<file path="src/hdl/atbr_pkg.sv">
`timescale 1ns / 1ps
// ----------------------------------------------------------------------------
// atbr_pkg
// Shared types and constants for the adaptive threshold beat rate block.
// ----------------------------------------------------------------------------
package atbr_pkg;

   localparam int SAMPLE_BITS = 24;
   localparam int TIME_BITS   = 32;
   localparam int GAP_BITS    = 8;
   localparam int WINDOW_BITS = 16;
   localparam int CNT_BITS    = 16;
   localparam int RATE_BITS   = 16;
   localparam int CSR_BITS    = 16;
   localparam int DIV_BITS    = 32;
   localparam int STEP_BITS   = $clog2(DIV_BITS);

   localparam logic [GAP_BITS-1:0]    GAP_RESET     = GAP_BITS'(10);
   localparam logic [WINDOW_BITS-1:0] WINDOW_RESET  = WINDOW_BITS'(1000);
   localparam logic [CNT_BITS-1:0]    CNT_MAX       = '1;
   localparam logic [CNT_BITS-1:0]    MS_PER_MINUTE = CNT_BITS'(60000);

   typedef enum logic {
      CSR_MIN_BEAT_GAP   = 1'b0,
      CSR_RATE_WINDOW_MS = 1'b1
   } csr_index_type;

   typedef enum logic [2:0] {
      ST_IDLE,
      ST_EVAL,
      ST_MUL,
      ST_DIV,
      ST_DONE
   } state_type;

   typedef struct packed {
      logic [SAMPLE_BITS-1:0] ir_level;
      logic [TIME_BITS-1:0]   time_ms;
   } req_type;

   typedef struct packed {
      logic                 rate_valid;
      logic [RATE_BITS-1:0] pulse_rate;
      logic                 beat_seen;
   } rsp_type;

endpackage

</file>
<file path="src/hdl/adaptive_threshold_beat_rate.sv">
`timescale 1ns / 1ps
// ----------------------------------------------------------------------------
// adaptive_threshold_beat_rate
// Adaptive-threshold peak beat detector with a windowed heart-rate estimate.
// ----------------------------------------------------------------------------
// Sequence: an accepted sample is evaluated and its result is then registered at
//   the output; when a rate is computed, a multiply and 32 divider steps come first.
// Samples are taken one at a time, after the previous result is loaded for output.
//   A new item is taken while the previous result still waits at the output.
// Reset: synchronous, clears detector state, sequencer and output valid;
//   registers return to min_beat_gap = 10 and rate_window_ms = 1000.
module adaptive_threshold_beat_rate (
   input  logic                          clock,
   input  logic                          reset,
   // sample channel
   input  logic                          req_valid,
   output logic                          req_ready,
   input  atbr_pkg::req_type             req_data,
   // result channel
   output logic                          rsp_valid,
   input  logic                          rsp_ready,
   output atbr_pkg::rsp_type             rsp_data,
   // register writes
   input  logic                          csr_wr_en,
   input  atbr_pkg::csr_index_type       csr_index,
   input  logic [atbr_pkg::CSR_BITS-1:0] csr_wdata
);
   import atbr_pkg::*;

   // ---------------------------------------------------------------- registers
   logic [GAP_BITS-1:0]    gap_ff;
   logic [WINDOW_BITS-1:0] window_ff;

   always_ff @(posedge clock) begin
      if (reset) begin
         gap_ff    <= GAP_RESET;
         window_ff <= WINDOW_RESET;
      end else if (csr_wr_en) begin
         unique case (csr_index)
            CSR_MIN_BEAT_GAP:   gap_ff    <= csr_wdata[GAP_BITS-1:0];
            CSR_RATE_WINDOW_MS: window_ff <= csr_wdata[WINDOW_BITS-1:0];
            default:            ;
         endcase
      end
   end

   // ---------------------------------------------------------------- state
   state_type              state_ff, state_in;
   req_type                item_ff, item_in;          // captured sample
   logic [SAMPLE_BITS-1:0] thresh_ff, thresh_in;      // running threshold
   logic [SAMPLE_BITS-1:0] prev_ff, prev_in;          // previous sample
   logic [CNT_BITS-1:0]    beats_ff, beats_in;        // beats in window
   logic [TIME_BITS-1:0]   last_ff, last_in;          // time of last rate update
   logic [CNT_BITS-1:0]    since_ff, since_in;        // samples since last beat
   logic                   disarm_ff, disarm_in;
   logic [TIME_BITS-1:0]   elapsed_ff, elapsed_in;
   logic                   beat_ff, beat_in;          // result flags under work
   logic                   rvalid_ff, rvalid_in;
   logic                   out_valid_ff, out_valid_in;
   rsp_type                out_ff, out_in;

   // divider hookup
   logic                   div_start;
   logic [DIV_BITS-1:0]    div_dividend;
   logic                   div_done;
   logic [DIV_BITS-1:0]    div_quotient;

   // evaluation terms
   logic [SAMPLE_BITS-1:0] s;
   logic [SAMPLE_BITS-1:0] th_base;
   logic [SAMPLE_BITS+3:0] th_sum;
   logic [SAMPLE_BITS-1:0] th_new;
   logic [CNT_BITS-1:0]    since_inc;
   logic [CNT_BITS-1:0]    beats_inc;
   logic [TIME_BITS-1:0]   elapsed;
   logic                   rising;
   logic                   gap_ok;
   logic                   out_free;

   assign div_dividend = DIV_BITS'(beats_ff) * DIV_BITS'(MS_PER_MINUTE);

   atbr_div u_div (
      .clock    (clock),
      .reset    (reset),
      .start    (div_start),
      .dividend (div_dividend),
      .divisor  (elapsed_ff),
      .done     (div_done),
      .quotient (div_quotient)
   );

   always_comb begin
      s         = item_ff.ir_level;
      // a zero threshold is loaded from the sample before the filter step
      th_base   = (thresh_ff == '0) ? s : thresh_ff;
      th_sum    = ({4'b0, th_base} << 3) - {4'b0, th_base} + {4'b0, s};
      th_new    = th_sum[SAMPLE_BITS+2:3];
      since_inc = (since_ff == CNT_MAX) ? CNT_MAX : since_ff + CNT_BITS'(1);
      beats_inc = (beats_ff == CNT_MAX) ? CNT_MAX : beats_ff + CNT_BITS'(1);
      elapsed   = item_ff.time_ms - last_ff;      // wraps modulo 2^32
      rising    = (s > prev_ff) && (s > th_new) && !disarm_ff;
      gap_ok    = since_inc > {{(CNT_BITS-GAP_BITS){1'b0}}, gap_ff};
      out_free  = !out_valid_ff || rsp_ready;

      state_in     = state_ff;
      item_in      = item_ff;
      thresh_in    = thresh_ff;
      prev_in      = prev_ff;
      beats_in     = beats_ff;
      last_in      = last_ff;
      since_in     = since_ff;
      disarm_in    = disarm_ff;
      elapsed_in   = elapsed_ff;
      beat_in      = beat_ff;
      rvalid_in    = rvalid_ff;
      out_in       = out_ff;
      out_valid_in = out_valid_ff && !rsp_ready;
      req_ready    = 1'b0;
      div_start    = 1'b0;

      unique case (state_ff)
         ST_IDLE: begin
            // take the next sample even if a result still waits downstream
            req_ready = 1'b1;
            if (req_valid) begin
               item_in  = req_data;
               state_in = ST_EVAL;
            end
         end
         ST_EVAL: begin
            thresh_in  = th_new;
            prev_in    = s;
            since_in   = since_inc;
            beat_in    = 1'b0;
            rvalid_in  = 1'b0;
            elapsed_in = elapsed;
            state_in   = ST_DONE;
            if (rising) begin
               if (gap_ok) begin
                  beats_in  = beats_inc;
                  since_in  = '0;
                  disarm_in = 1'b1;
                  beat_in   = 1'b1;
                  if (elapsed > {{(TIME_BITS-WINDOW_BITS){1'b0}}, window_ff}) begin
                     rvalid_in = 1'b1;
                     last_in   = item_ff.time_ms;
                     state_in  = ST_MUL;
                  end
               end
            end else if (s < th_new) begin
               disarm_in = 1'b0;
            end
         end
         ST_MUL: begin
            // product goes straight into the divider's dividend register
            div_start = 1'b1;
            beats_in  = '0;
            state_in  = ST_DIV;
         end
         ST_DIV: begin
            if (div_done) begin
               state_in = ST_DONE;
            end
         end
         ST_DONE: begin
            if (out_free) begin
               out_in.rate_valid = rvalid_ff;
               out_in.beat_seen  = beat_ff;
               if (!rvalid_ff) begin
                  out_in.pulse_rate = '0;
               end else if (div_quotient[DIV_BITS-1:RATE_BITS] != '0) begin
                  out_in.pulse_rate = '1;      // saturate
               end else begin
                  out_in.pulse_rate = div_quotient[RATE_BITS-1:0];
               end
               out_valid_in = 1'b1;
               state_in     = ST_IDLE;
            end
         end
         default: state_in = ST_IDLE;
      endcase
   end

   always_ff @(posedge clock) begin
      if (reset) begin
         state_ff     <= ST_IDLE;
         thresh_ff    <= '0;
         prev_ff      <= '0;
         beats_ff     <= '0;
         last_ff      <= '0;
         since_ff     <= '0;
         disarm_ff    <= 1'b0;
         out_valid_ff <= 1'b0;
      end else begin
         state_ff     <= state_in;
         thresh_ff    <= thresh_in;
         prev_ff      <= prev_in;
         beats_ff     <= beats_in;
         last_ff      <= last_in;
         since_ff     <= since_in;
         disarm_ff    <= disarm_in;
         out_valid_ff <= out_valid_in;
      end
   end

   // payload, no reset needed
   always_ff @(posedge clock) begin
      item_ff    <= item_in;
      elapsed_ff <= elapsed_in;
      beat_ff    <= beat_in;
      rvalid_ff  <= rvalid_in;
      out_ff     <= out_in;
   end

   assign rsp_valid = out_valid_ff;
   assign rsp_data  = out_ff;

   // ---------------------------------------------------------------- checks
   a_zero_rate_when_invalid: assert property (@(posedge clock) disable iff (reset)
      rsp_valid |-> (rsp_data.rate_valid || rsp_data.pulse_rate == '0))
      else $error("pulse_rate nonzero without rate_valid");

   a_rate_needs_beat: assert property (@(posedge clock) disable iff (reset)
      rsp_valid |-> (!rsp_data.rate_valid || rsp_data.beat_seen))
      else $error("rate emitted on a sample that was not a beat");

   a_div_done_in_div: assert property (@(posedge clock) disable iff (reset)
      div_done |-> (state_ff == ST_DIV))
      else $error("divider finished outside the divide phase");

   a_accept_to_eval: assert property (@(posedge clock) disable iff (reset)
      (req_valid && req_ready) |=> (state_ff == ST_EVAL))
      else $error("accepted transfer not evaluated next cycle");

endmodule

</file>
<file path="src/hdl/atbr_div.sv">
`timescale 1ns / 1ps
// ----------------------------------------------------------------------------
// atbr_div
// Restoring divider, one quotient bit per cycle.
// ----------------------------------------------------------------------------
module atbr_div (
   input  logic                          clock,
   input  logic                          reset,
   input  logic                          start,
   input  logic [atbr_pkg::DIV_BITS-1:0] dividend,
   input  logic [atbr_pkg::DIV_BITS-1:0] divisor,
   output logic                          done,
   output logic [atbr_pkg::DIV_BITS-1:0] quotient
);
   import atbr_pkg::*;

   logic                  busy_ff, busy_in;
   logic                  done_ff, done_in;
   logic [STEP_BITS-1:0]  cnt_ff, cnt_in;
   logic [DIV_BITS-1:0]   rem_ff, rem_in;
   logic [DIV_BITS-1:0]   quo_ff, quo_in;
   logic [DIV_BITS-1:0]   dsr_ff, dsr_in;
   logic [DIV_BITS:0]     rem_sh;
   logic [DIV_BITS:0]     rem_sub;
   logic                  fits;

   always_comb begin
      rem_sh  = {rem_ff, quo_ff[DIV_BITS-1]};
      rem_sub = rem_sh - {1'b0, dsr_ff};
      fits    = rem_sh >= {1'b0, dsr_ff};
      busy_in = busy_ff;
      done_in = 1'b0;
      cnt_in  = cnt_ff;
      rem_in  = rem_ff;
      quo_in  = quo_ff;
      dsr_in  = dsr_ff;
      if (start) begin
         busy_in = 1'b1;
         cnt_in  = '0;
         rem_in  = '0;
         quo_in  = dividend;
         dsr_in  = divisor;
      end else if (busy_ff) begin
         // shift in the next dividend bit, subtract when it fits
         rem_in = fits ? rem_sub[DIV_BITS-1:0] : rem_sh[DIV_BITS-1:0];
         quo_in = {quo_ff[DIV_BITS-2:0], fits};
         cnt_in = cnt_ff + STEP_BITS'(1);
         if (cnt_ff == STEP_BITS'(DIV_BITS - 1)) begin
            busy_in = 1'b0;
            done_in = 1'b1;
         end
      end
   end

   always_ff @(posedge clock) begin
      if (reset) begin
         busy_ff <= 1'b0;
         done_ff <= 1'b0;
         cnt_ff  <= '0;
      end else begin
         busy_ff <= busy_in;
         done_ff <= done_in;
         cnt_ff  <= cnt_in;
      end
   end

   always_ff @(posedge clock) begin
      rem_ff <= rem_in;
      quo_ff <= quo_in;
      dsr_ff <= dsr_in;
   end

   assign done     = done_ff;
   assign quotient = quo_ff;

endmodule
</file>
<file path="config.mk">
export PLATFORM = sky130hd
export DESIGN_NAME = adaptive_threshold_beat_rate
export DESIGN_NICKNAME = d
export VERILOG_FILES = /design/src/hdl/atbr_pkg.sv /design/src/hdl/adaptive_threshold_beat_rate.sv /design/src/hdl/atbr_div.sv
export SDC_FILE = /design/constraint.sdc
export NUM_CORES = 1
export LEC_CHECK = 0
export ABC_AREA = 1
export BUFFER_PORTS_ARGS = -buffer_cell sky130_fd_sc_hd__clkbuf_2
export CORE_ASPECT_RATIO = 0.8
export CORE_UTILIZATION = 30
export DETAILED_ROUTE_END_ITERATION = 6
export GPL_TIMING_DRIVEN = 0
export HOLD_SLACK_MARGIN = 0.02
export PLACE_DENSITY_LB_ADDON = 0.12
export SYNTH_ARGS = -nofsm -noshare
export SYNTH_HDL_FRONTEND = slang
export SYNTH_SLANG_ARGS = --single-unit
</file>
<file path="constraint.sdc">
create_clock -name clock -period 7.4 [get_ports clock]
set_clock_uncertainty 0.1 [all_clocks]
set_input_delay 1.48 -clock clock [delete_from_list [all_inputs] [get_ports clock]]
set_output_delay 1.48 -clock clock [all_outputs]
set_load 0.02 [all_outputs]
</file>
==> run metrics, run 1 <==
Tcrit/Tclk final=95.2%; clock tree from TritonCTS=yes; power per cell area=265 nW/um^2; CTS Buf Count=44; initial antenna violation count=0; main combinational cell family by area after synthesis=simple AND/OR/NAND/NOR gates; vias in the first global route=20199; Vias=20617; startpoint class of the critical path=flop; RePlAce Congestion=0.882; GRT Util Overall=18.0%; Most common cell on crit path=nand2_1; final setup TNS=0 ps; slowest CP cell=fa_1; iteration-0 DRC count of the detailed router=1270; largest net degree at the start of global routing=33; synth-to-layout area growth=14.2%; post-synth top area share=20.1%; syn_nets=3632; Int Pwr=0.00457 W; post-place setup slack=-1730 ps; Unique masters post-synth=54; multiplexer share of the synthesized area=0%; Routed Antenna Nets=0; area leader, netlist=edfxtp_1; mapped cell area=24900 sq um; Yosys reg bits=352; Worst-path clk slew=60 ps; most frequent cells in the layout=nand2_1, inv_1, nor2_1; Synthesis Warnings=0; total gr overflow=0; Max Cap Viol=0; class of the worst hold path=flop to flop; DR DRC count=0; CP max FO=10; nets=3784; critical path arrival=7400 ps; most common cell after layout, fill and taps aside=nand2_1; DR vias/cell=4.56; port buffer count=96; Comb pwr share=40.3%; Crit. End Element=flop; Syn Inst Count=3229; Seq pwr share=30.2%; final setup violation count=0; H-Tree Depth=2; antenna cells=0; WS Path Type=flop to flop; die area=84100 sq um; Total Wirelength=74400 um; Root Buffer Master=clkbuf_16; worst r2r path cells=35; PnR worst setup slack=354 ps; relative slew slack=27.5%; IO Pins=98; # clock sinks=352; hpwl dp=60000 um; die width=324 um; Initial Utilization=30.3%; clock share of power=29.5%; max-slew violations=0; Worst EP required=7760 ps; top cells by area, synth=edfxtp_1, dfxtp_1, ha_1; net switching power=0.00296 W; DR pass1 iterations=5; Routed wire per std cell=16.5 um; sequential share of the synthesized area=35.0%; Hold Path Depth=0; Period minus WS final=7050 ps; Skew-Pair Late Insertion Delay=600 ps; Die Ht=260 um; Pleak=13.8 nW; Worst R2R Setup Slack=350 ps; Worst Max-Slew Pin Slew=1090 ps; Synth Area in Compound Gates=11.9%; peak supply drop=145 uV; clk buf depth=3; status=finished, final reports clean; first-pass GRT wire length=117000 um; # fillers=8820; Hold Vio Cnt, Final=0; Adder-Cell Fraction of Synth Area=18.9%; XOR/XNOR share of the synthesized area=2.92%; share of layout cells above drive strength 1=6.94%; simple-gate portion of the synthesized area=21.2%; row count=94; fmax=0.142 GHz; slowest stage delay, CP=490 ps; Syn Area/Cell=7.71 sq um; core area=82200 sq um; unrepaired setup endpoints after global routing=no; Switching Share=39.3%
-- sequential cells by signal, summed over array words and instances (netlist names), 18 cells and up --
register / cells
rsp_data: 18
item_ff: 32
u_div.quotient: 32
u_div.rem_ff: 32
s: 24
elapsed_ff: 32
u_div.dsr_ff: 32
prev_ff: 24
thresh_ff: 24
last_ff: 32
-- worst max-delay path: cells and delay by family, from the launching register on --
family,cells,cell delay (ps)
buffers and inverters,6,950
and+or+nand+nor,22,3840
AOI/OAI and AO/OA,4,550
DFF,1,310
adders and majority gates,3,1120
-- kinds of logic after synthesis --
group / after synthesis
DFF: 352
adders and majority gates: 325
AOI/OAI and AO/OA: 539
and+or+nand+nor: 1286
xor gates and xnor gates: 83
buffers and inverters: 644
-- cell type report --
cell class	count	area, sq um	area share (%)
multi-input combinational	2233	13700	48.3
timing repair buffer	107	621	2.18
clock inverter	21	248	0.872
tap	1104	1380	4.86
buffer	65	329	1.16
clock buffer	60	1210	4.27
inverter	578	2180	7.66
sequential	352	8720	30.7
-- routing by layer --
layer / routed length [um] / part of all wire [%] / global-route usage [%]
met5: 0 / 0 / 0
met4: 1450 / 2.0 / 4.28
met3: 2560 / 3.4 / 2.23
met2: 31800 / 43 / 27.9
met1: 38500 / 52 / 26.4
-- synthesized netlist by cell type (all sizes together) --
cell     instances
nand3b           8
nand2          783
and3             1
nand3          128
o21bai          17
a21oi          244
a21o            11
inv            576
or2              3
o21ai          193
nor3            37
o21a             9
dfxtp          185
nor3b            2
nor4            15
o221ai           1
nor2           274
xor2            54
o31ai            2
and2             8
a311oi           1
a21boi           2
a211oi           5
a221oi           3
a31oi           12
edfxtp         167
o211ai          24
a32o             1
a22oi            4
xnor2           29
fa              84
nand4           26
clkbuf          47
o2111ai          1
a22o             9
clkinv           2
nor2b            1
buf             19
ha             241
-- metrics by stage --
step	power, W	cell area [sq um]	util (%)	instances	hold slack (ps)
final	0.00753	28400	34.6	4520	311
after global routing	0.00809	28400	34.6	4520	318
after CTS	0.00755	28400	34.5	4515	313
after detailed placement	0.00525	26900	32.7	4434	305
after global placement	0.00525	26800	32.5	4429	303
after floorplan	0.00438	24900	-	3229	300
-- power groups by stage --
| stage | clock (W) | combinational, W | sequential, W |
|---|---|---|---|
| after detailed placement | 0 | 0.00294 | 0.00231 |
| final | 0.00222 | 0.00304 | 0.00228 |
| after global placement | 0 | 0.00292 | 0.00232 |
| after floorplan | 0 | 0.00210 | 0.00229 |
| after CTS | 0.00231 | 0.00297 | 0.00228 |
| after global routing | 0.00237 | 0.00343 | 0.00229 |
-- final timing paths --
path | startpoint | end
worst min-delay path | elapsed_ff[6]$_DFFE_PP_ | u_div.dsr_ff[6]$_DFFE_PP_
worst max register to register | thresh_ff[6]$_SDFFE_PP0P_ | beats_ff[12]$_SDFFE_PP0P_
worst min register to register | elapsed_ff[6]$_DFFE_PP_ | u_div.dsr_ff[6]$_DFFE_PP_
worst max-delay path | thresh_ff[6]$_SDFFE_PP0P_ | beats_ff[12]$_SDFFE_PP0P_
-- repair_timing --
action,in CTS,in global routing
hold buffers,0,0
pin swaps,1,2
resized for setup,9,9
endpoints found under the setup margin,69,61
setup buffers,1,5
(Power assumes the default switching activity.)
==> run 2: changes to the inputs <==
GPL_TIMING_DRIVEN = unset   (was 0)
PLACE_DENSITY = 0.46   (was unset)
PLACE_DENSITY_LB_ADDON = unset   (was 0.12)
clock period = 7.5 ns   (was 7.4 ns; I/O delays follow)
==> run metrics, run 2 (synthesized netlist as in run 1, its figures left out) <==
RePlAce Congestion=0.890 (+0.94%); relative slew slack=30.2% (+2.7 points); register area=8720 sq um (unchanged); clock tree from TritonCTS=yes; max-slew violations=0 (unchanged); Die Ht=260 um (unchanged); Routed Antenna Nets=0 (unchanged); reg-to-reg critical path startpoint=thresh_ff[11]$_SDFFE_PP0P_; # fillers=8774 (-0.52%); Tcrit/Tclk final=91.4% (-3.8 points); WS Path Type=flop to flop; post-place setup slack=670 ps (+2400 ps); Reg-to-Reg End=beats_ff[5]$_SDFFE_PP0P_; Worst EP required=7860 ps (+100 ps); post-layout util=34.0% (-0.56 points); CP max FO=15 (+5); status=finished, final reports clean; M3 GR Usage=2.69% (+0.47 points); hpwl dp=54500 um (-9.2%); DR vias/cell=4.54 (-0.41%); Max Cap Viol=0 (unchanged); core area=82200 sq um (unchanged); Crit. End Element=flop; Period minus WS final=6860 ps (-189 ps); Worst Max-Slew Pin Slew=1050 ps (-40.1 ps); DR pass1 iterations=5 (unchanged); M2 GR Usage=23.9% (-4.0 points); Worst R2R Setup Slack=640 ps (+290 ps); gr busiest metal=met1; Vias=20268 (-1.7%); iteration-0 DRC count of the detailed router=1340 (+5.5%); Worst setup startpoint=thresh_ff[11]$_SDFFE_PP0P_; GRT Util Overall=16.7% (-1.3 points); CTS Buf Count=42 (-4.5%); startpoint class of the critical path=flop; Seq pwr share=31.2% (+1.0 points); unrepaired setup endpoints after global routing=no; worst r2r path cells=33 (-5.7%); critical path arrival=7210 ps (-190 ps); final setup violation count=0 (unchanged); Total Wirelength=68800 um (-7.5%); Worst-path clk slew=60 ps (about the same); Initial Utilization=30.3% (unchanged); Comb pwr share=40.5% (+0.2 points); Hold WS=313 ps (+2.26 ps); fmax=0.146 GHz (+2.8%); final instance area=28000 sq um (-1.6%); largest net degree at the start of global routing=93 (+180%); most frequent cells in the layout=nand2_1, inv_1, nor2_1; class of the worst hold path=flop to flop; Switching Share=39.4% (+0.11 points); peak supply drop=147 uV (+1.5%); nets=3726 (-1.5%); # clock sinks=352 (unchanged); clk buf depth=3 (unchanged); slowest stage delay, CP=540 ps (+50 ps); Most common cell on crit path=inv_1; die width=324 um (unchanged); Skew-Pair Late Insertion Delay=590 ps (about the same); net switching power=0.00283 W (-4.5%); Int Pwr=0.00434 W (-5.0%); port buffer count=97 (+1.0%); total gr overflow=0 (unchanged); Root Buffer Master=clkbuf_16; share of layout cells above drive strength 1=6.40% (-0.53 points); Routed wire per std cell=15.4 um (-6.2%); end point of the critical path=beats_ff[5]$_SDFFE_PP0P_; die area=84100 sq um (unchanged); row count=94 (unchanged); PnR worst setup slack=643 ps (+289 ps); IO Pins=98 (unchanged); H-Tree Depth=2 (unchanged); slowest CP cell=fa_1; Placed Area=26600 sq um (-0.95%); final setup TNS=0 ps (unchanged); first-pass GRT wire length=111000 um (-5.2%); vias in the first global route=19904 (-1.5%); clock share of power=28.3% (-1.2 points); synth-to-layout area growth=12.3%; Hold Vio Cnt, Final=0 (unchanged); area of the multi-input gates=13700 sq um (-0.18%); most common cell after layout, fill and taps aside=nand2_1; GR Layer Usage met1=25.8% (-0.61 points); DR DRC count=0 (unchanged); Pleak=13.6 nW (-1.2%); power per cell area=256 nW/um^2 (-3.2%); initial antenna violation count=3 (+3)
-- run 2: cell count changes in the layout (fill, tap and decap cells not counted), moves of 3 or more --
cell        previous run  this run
clkbuf_1              55        16
buf_2                  7         0
buf_4                 12        19
buf_6                  7         0
buf_12                 4         0
bufinv_16              5         1
clkinvlp_4             4         1
inv_6                  4         1
-- run 2: area by class of cell --
class | instances | share of cell area, %
clock inverter | 14 | 0.385
tap | 1104 | 4.94
multi-input combinational | 2233 | 49.0
antenna | 1 | 0.00895
inverter | 578 | 7.77
timing repair buffer | 116 | 2.25
clock buffer | 64 | 4.43
sequential | 352 | 31.2
-- run 2: worst min path at each step --
stage / startpoint / to / slack (ps) / cells past startpoint
floorplan: beat_ff$_SDFFCE_PP0P_ / rsp_data[0]$_DFFE_PP_ / 300 / 0
global placement: elapsed_ff[15]$_DFFE_PP_ / u_div.dsr_ff[15]$_DFFE_PP_ / 300 / 0
detailed placement: elapsed_ff[16]$_DFFE_PP_ / u_div.dsr_ff[16]$_DFFE_PP_ / 300 / 0
CTS: elapsed_ff[23]$_DFFE_PP_ / u_div.dsr_ff[23]$_DFFE_PP_ / 310 / 0
global route: elapsed_ff[22]$_DFFE_PP_ / u_div.dsr_ff[22]$_DFFE_PP_ / 310 / 0
finish: elapsed_ff[22]$_DFFE_PP_ / u_div.dsr_ff[22]$_DFFE_PP_ / 310 / 0
-- run 2: critical path, delay by kind of cell (launching register included) --
kind | cells | cell delay [ps]
adder cells (fa/ha/maj) | 3 | 1170
XOR/XNOR | 1 | 150
AND/OR/NAND/NOR | 16 | 2720
flip-flops | 1 | 320
buffers and inverters | 7 | 920
AO/OA/AOI/OAI | 6 | 1330
-- run 2: power groups by stage --
stage,clock network [W],logic (W),registers [W]
floorplan,0,0.00207,0.00226
global placement,0,0.00288,0.00228
detailed placement,0,0.00286,0.00228
CTS,0.00210,0.00288,0.00224
global route,0.00216,0.00332,0.00225
finish,0.00203,0.00290,0.00224
-- run 2: layer usage --
metal  part of all wire, %  wire [um]
met4                   1.6       1120
met3                   4.9       3340
met5                     0          0
met1                    54      37200
met2                    39      27200
-- run 2: what timing repair did --
item | CTS | global route
gates resized for setup | 0 | 1
hold buffers | 0 | 0
setup endpoints to repair | 0 | 5
buffers inserted | 0 | 0
-- run 2: metrics by stage --
stage | cells | power [W]
after floorplan | 3229 | 0.00432
after global placement | 4383 | 0.00517
after detailed placement | 4383 | 0.00514
after CTS | 4461 | 0.00722
after global routing | 4462 | 0.00773
final | 4462 | 0.00717
==> run 3: changes to the inputs <==
--- a/config.mk
+++ b/config.mk
@@ -8,3 +8,3 @@
 export ABC_AREA = 1
-export BUFFER_PORTS_ARGS = -buffer_cell sky130_fd_sc_hd__clkbuf_2
+export BUFFER_PORTS_ARGS = -buffer_cell sky130_fd_sc_hd__buf_4
 export CORE_ASPECT_RATIO = 0.8
==> constraint.sdc (replaced) <==
create_clock -name clock -period 7.5 [get_ports clock]
set_clock_uncertainty 0.1 [all_clocks]
set_input_delay 2.25 -clock clock [delete_from_list [all_inputs] [get_ports clock]]
set_output_delay 2.25 -clock clock [all_outputs]
set_load 0.1 [all_outputs]
==> run metrics, run 3 (synthesized netlist as in run 1, its figures left out) <==
post-layout util=34.3% (+0.32 points); Placed Area=26800 sq um (+0.80%); die area=84100 sq um (unchanged); Vias=20315 (+0.23%); Worst Max-Slew Pin Slew=1120 ps (+70.7 ps); largest net degree at the start of global routing=94 (+1.1%); final instance area=28200 sq um (+0.95%); Period minus WS final=6830 ps (-24.6 ps); Max Cap Viol=0 (unchanged); Worst-path clk slew=60 ps (about the same); Hold WS=317 ps (+3.97 ps); total gr overflow=0 (unchanged); nets=3722 (-0.11%); slowest stage delay, CP=510 ps (-30 ps); clock tree from TritonCTS=yes; Routed wire per std cell=15.5 um (+0.44%); RePlAce Congestion=0.891 (about the same); final setup violation count=0 (unchanged); IO Pins=98 (unchanged); CTS Buf Count=42 (unchanged); # clock sinks=352 (unchanged); peak supply drop=158 uV (+7.0%); Routed Antenna Nets=0 (unchanged); Worst EP required=7860 ps (about the same); M3 GR Usage=2.44% (-0.26 points); slowest CP cell=fa_1; first-pass GRT wire length=111000 um (about the same); H-Tree Depth=2 (unchanged); WS Path Type=flop to flop; GR Layer Usage met1=25.5% (-0.37 points); row count=94 (unchanged); power per cell area=257 nW/um^2 (+0.25%); Crit. End Element=flop; class of the worst hold path=flop to flop; initial antenna violation count=2 (-1); M2 GR Usage=24.6% (+0.63 points); unrepaired setup endpoints after global routing=no; Initial Utilization=30.3% (unchanged); DR vias/cell=4.56 (+0.34%); post-CTS setup buffers=0 (unchanged); Hold Vio Cnt, Final=0 (unchanged); DR DRC count=0 (unchanged); max-slew violations=0 (unchanged); relative slew slack=24.8% (-5.4 points); startpoint class of the critical path=flop; Die Ht=260 um (unchanged); Pleak=13.7 nW (+0.28%); core area=82200 sq um (unchanged); vias in the first global route=19792 (-0.56%); GRT Util Overall=16.8% (+0.095 points); Skew-Pair Late Insertion Delay=580 ps (about the same); port buffer count=97 (unchanged); clk buf depth=3 (unchanged); CP max FO=15 (unchanged); gr busiest metal=met1; status=finished, final reports clean; Tcrit/Tclk final=91.1% (-0.33 points); iteration-0 DRC count of the detailed router=1181 (-12%); Total Wirelength=69000 um (+0.33%); critical path arrival=7190 ps (-20 ps); die width=324 um (unchanged); most frequent cells in the layout=nand2_1, inv_1, nor2_1; fmax=0.146 GHz (+0.36%); share of layout cells above drive strength 1=6.59% (+0.19 points); final setup TNS=0 ps (unchanged); DR pass1 iterations=7 (+2); Root Buffer Master=clkbuf_16; synth-to-layout area growth=13.4%; most common cell after layout, fill and taps aside=nand2_1; hpwl dp=54400 um (-0.13%)
[run 3: cell count changes in the layout (fill, tap and decap cells not counted), moves of 2 or more]
cell | previous run | this run
buf_4 | 19 | 112
bufinv_16 | 1 | 4
clkbuf_1 | 16 | 4
clkbuf_16 | 46 | 43
clkbuf_2 | 97 | 0
clkinv_1 | 4 | 8
clkinvlp_4 | 1 | 8
inv_4 | 3 | 1
inv_6 | 1 | 3
[run 3: stage by stage]
stage / worst slack (ps) / std cells / power, W
after global routing: 18.4 / 4456 / 0.00784
after floorplan: 1950 / 3229 / 0.00435
final: 668 / 4457 / 0.00726
after detailed placement: 207 / 4379 / 0.00518
after global placement: 395 / 4379 / 0.00522
after CTS: 197 / 4456 / 0.00732
[run 3: final cells by class]
cell class,instances,area [sq um]
antenna,1,2.50
clock buffer,48,1100
clock inverter,29,279
fill,8756,54000
inverter,578,2180
multi-input combinational,2233,13700
sequential,352,8720
tap,1104,1380
timing repair buffer,112,841
[run 3: metal layers]
layer,up-vias,share of wire [%]
li1,10627,-
met1,9240,53
met2,358,40
met3,90,4.4
met4,0,2.2
met5,-,0
[run 3: report_power, final]
part | leakage [nW] | internal [W] | switching [W]
clock | 0.658 | 0.00120 | 0.000881
sequential | 3.06 | 0.00216 | 0.0000825
combinational | 9.96 | 0.00102 | 0.00191
total | 13.7 | 0.00439 | 0.00287
[run 3: critical path: cells and delay by family, from the launching register on]
family | cells | cell delay, ps
adder cells (fa/ha/maj) | 3 | 1110
flip-flops | 1 | 320
XOR/XNOR | 1 | 160
buffers and inverters | 7 | 770
AND/OR/NAND/NOR | 16 | 2900
AO/OA/AOI/OAI | 6 | 1320
[run 3: what timing repair did]
item / CTS / global route
setup endpoints to repair: 0 / 67
hold buffers: 0 / 0
resized for setup: 0 / 4
hold endpoints to repair: 0 / 0
[run 3: path summary, 6_finish.rpt]
kind	from	end	slack (ps)	cells after the start
worst max-delay path	thresh_ff[11]$_SDFFE_PP0P_	beats_ff[2]$_SDFFE_PP0P_	670	33
worst min register to register	elapsed_ff[28]$_DFFE_PP_	u_div.dsr_ff[28]$_DFFE_PP_	320	0
worst min-delay path	elapsed_ff[28]$_DFFE_PP_	u_div.dsr_ff[28]$_DFFE_PP_	320	0
worst max register to register	thresh_ff[11]$_SDFFE_PP0P_	beats_ff[2]$_SDFFE_PP0P_	670	33
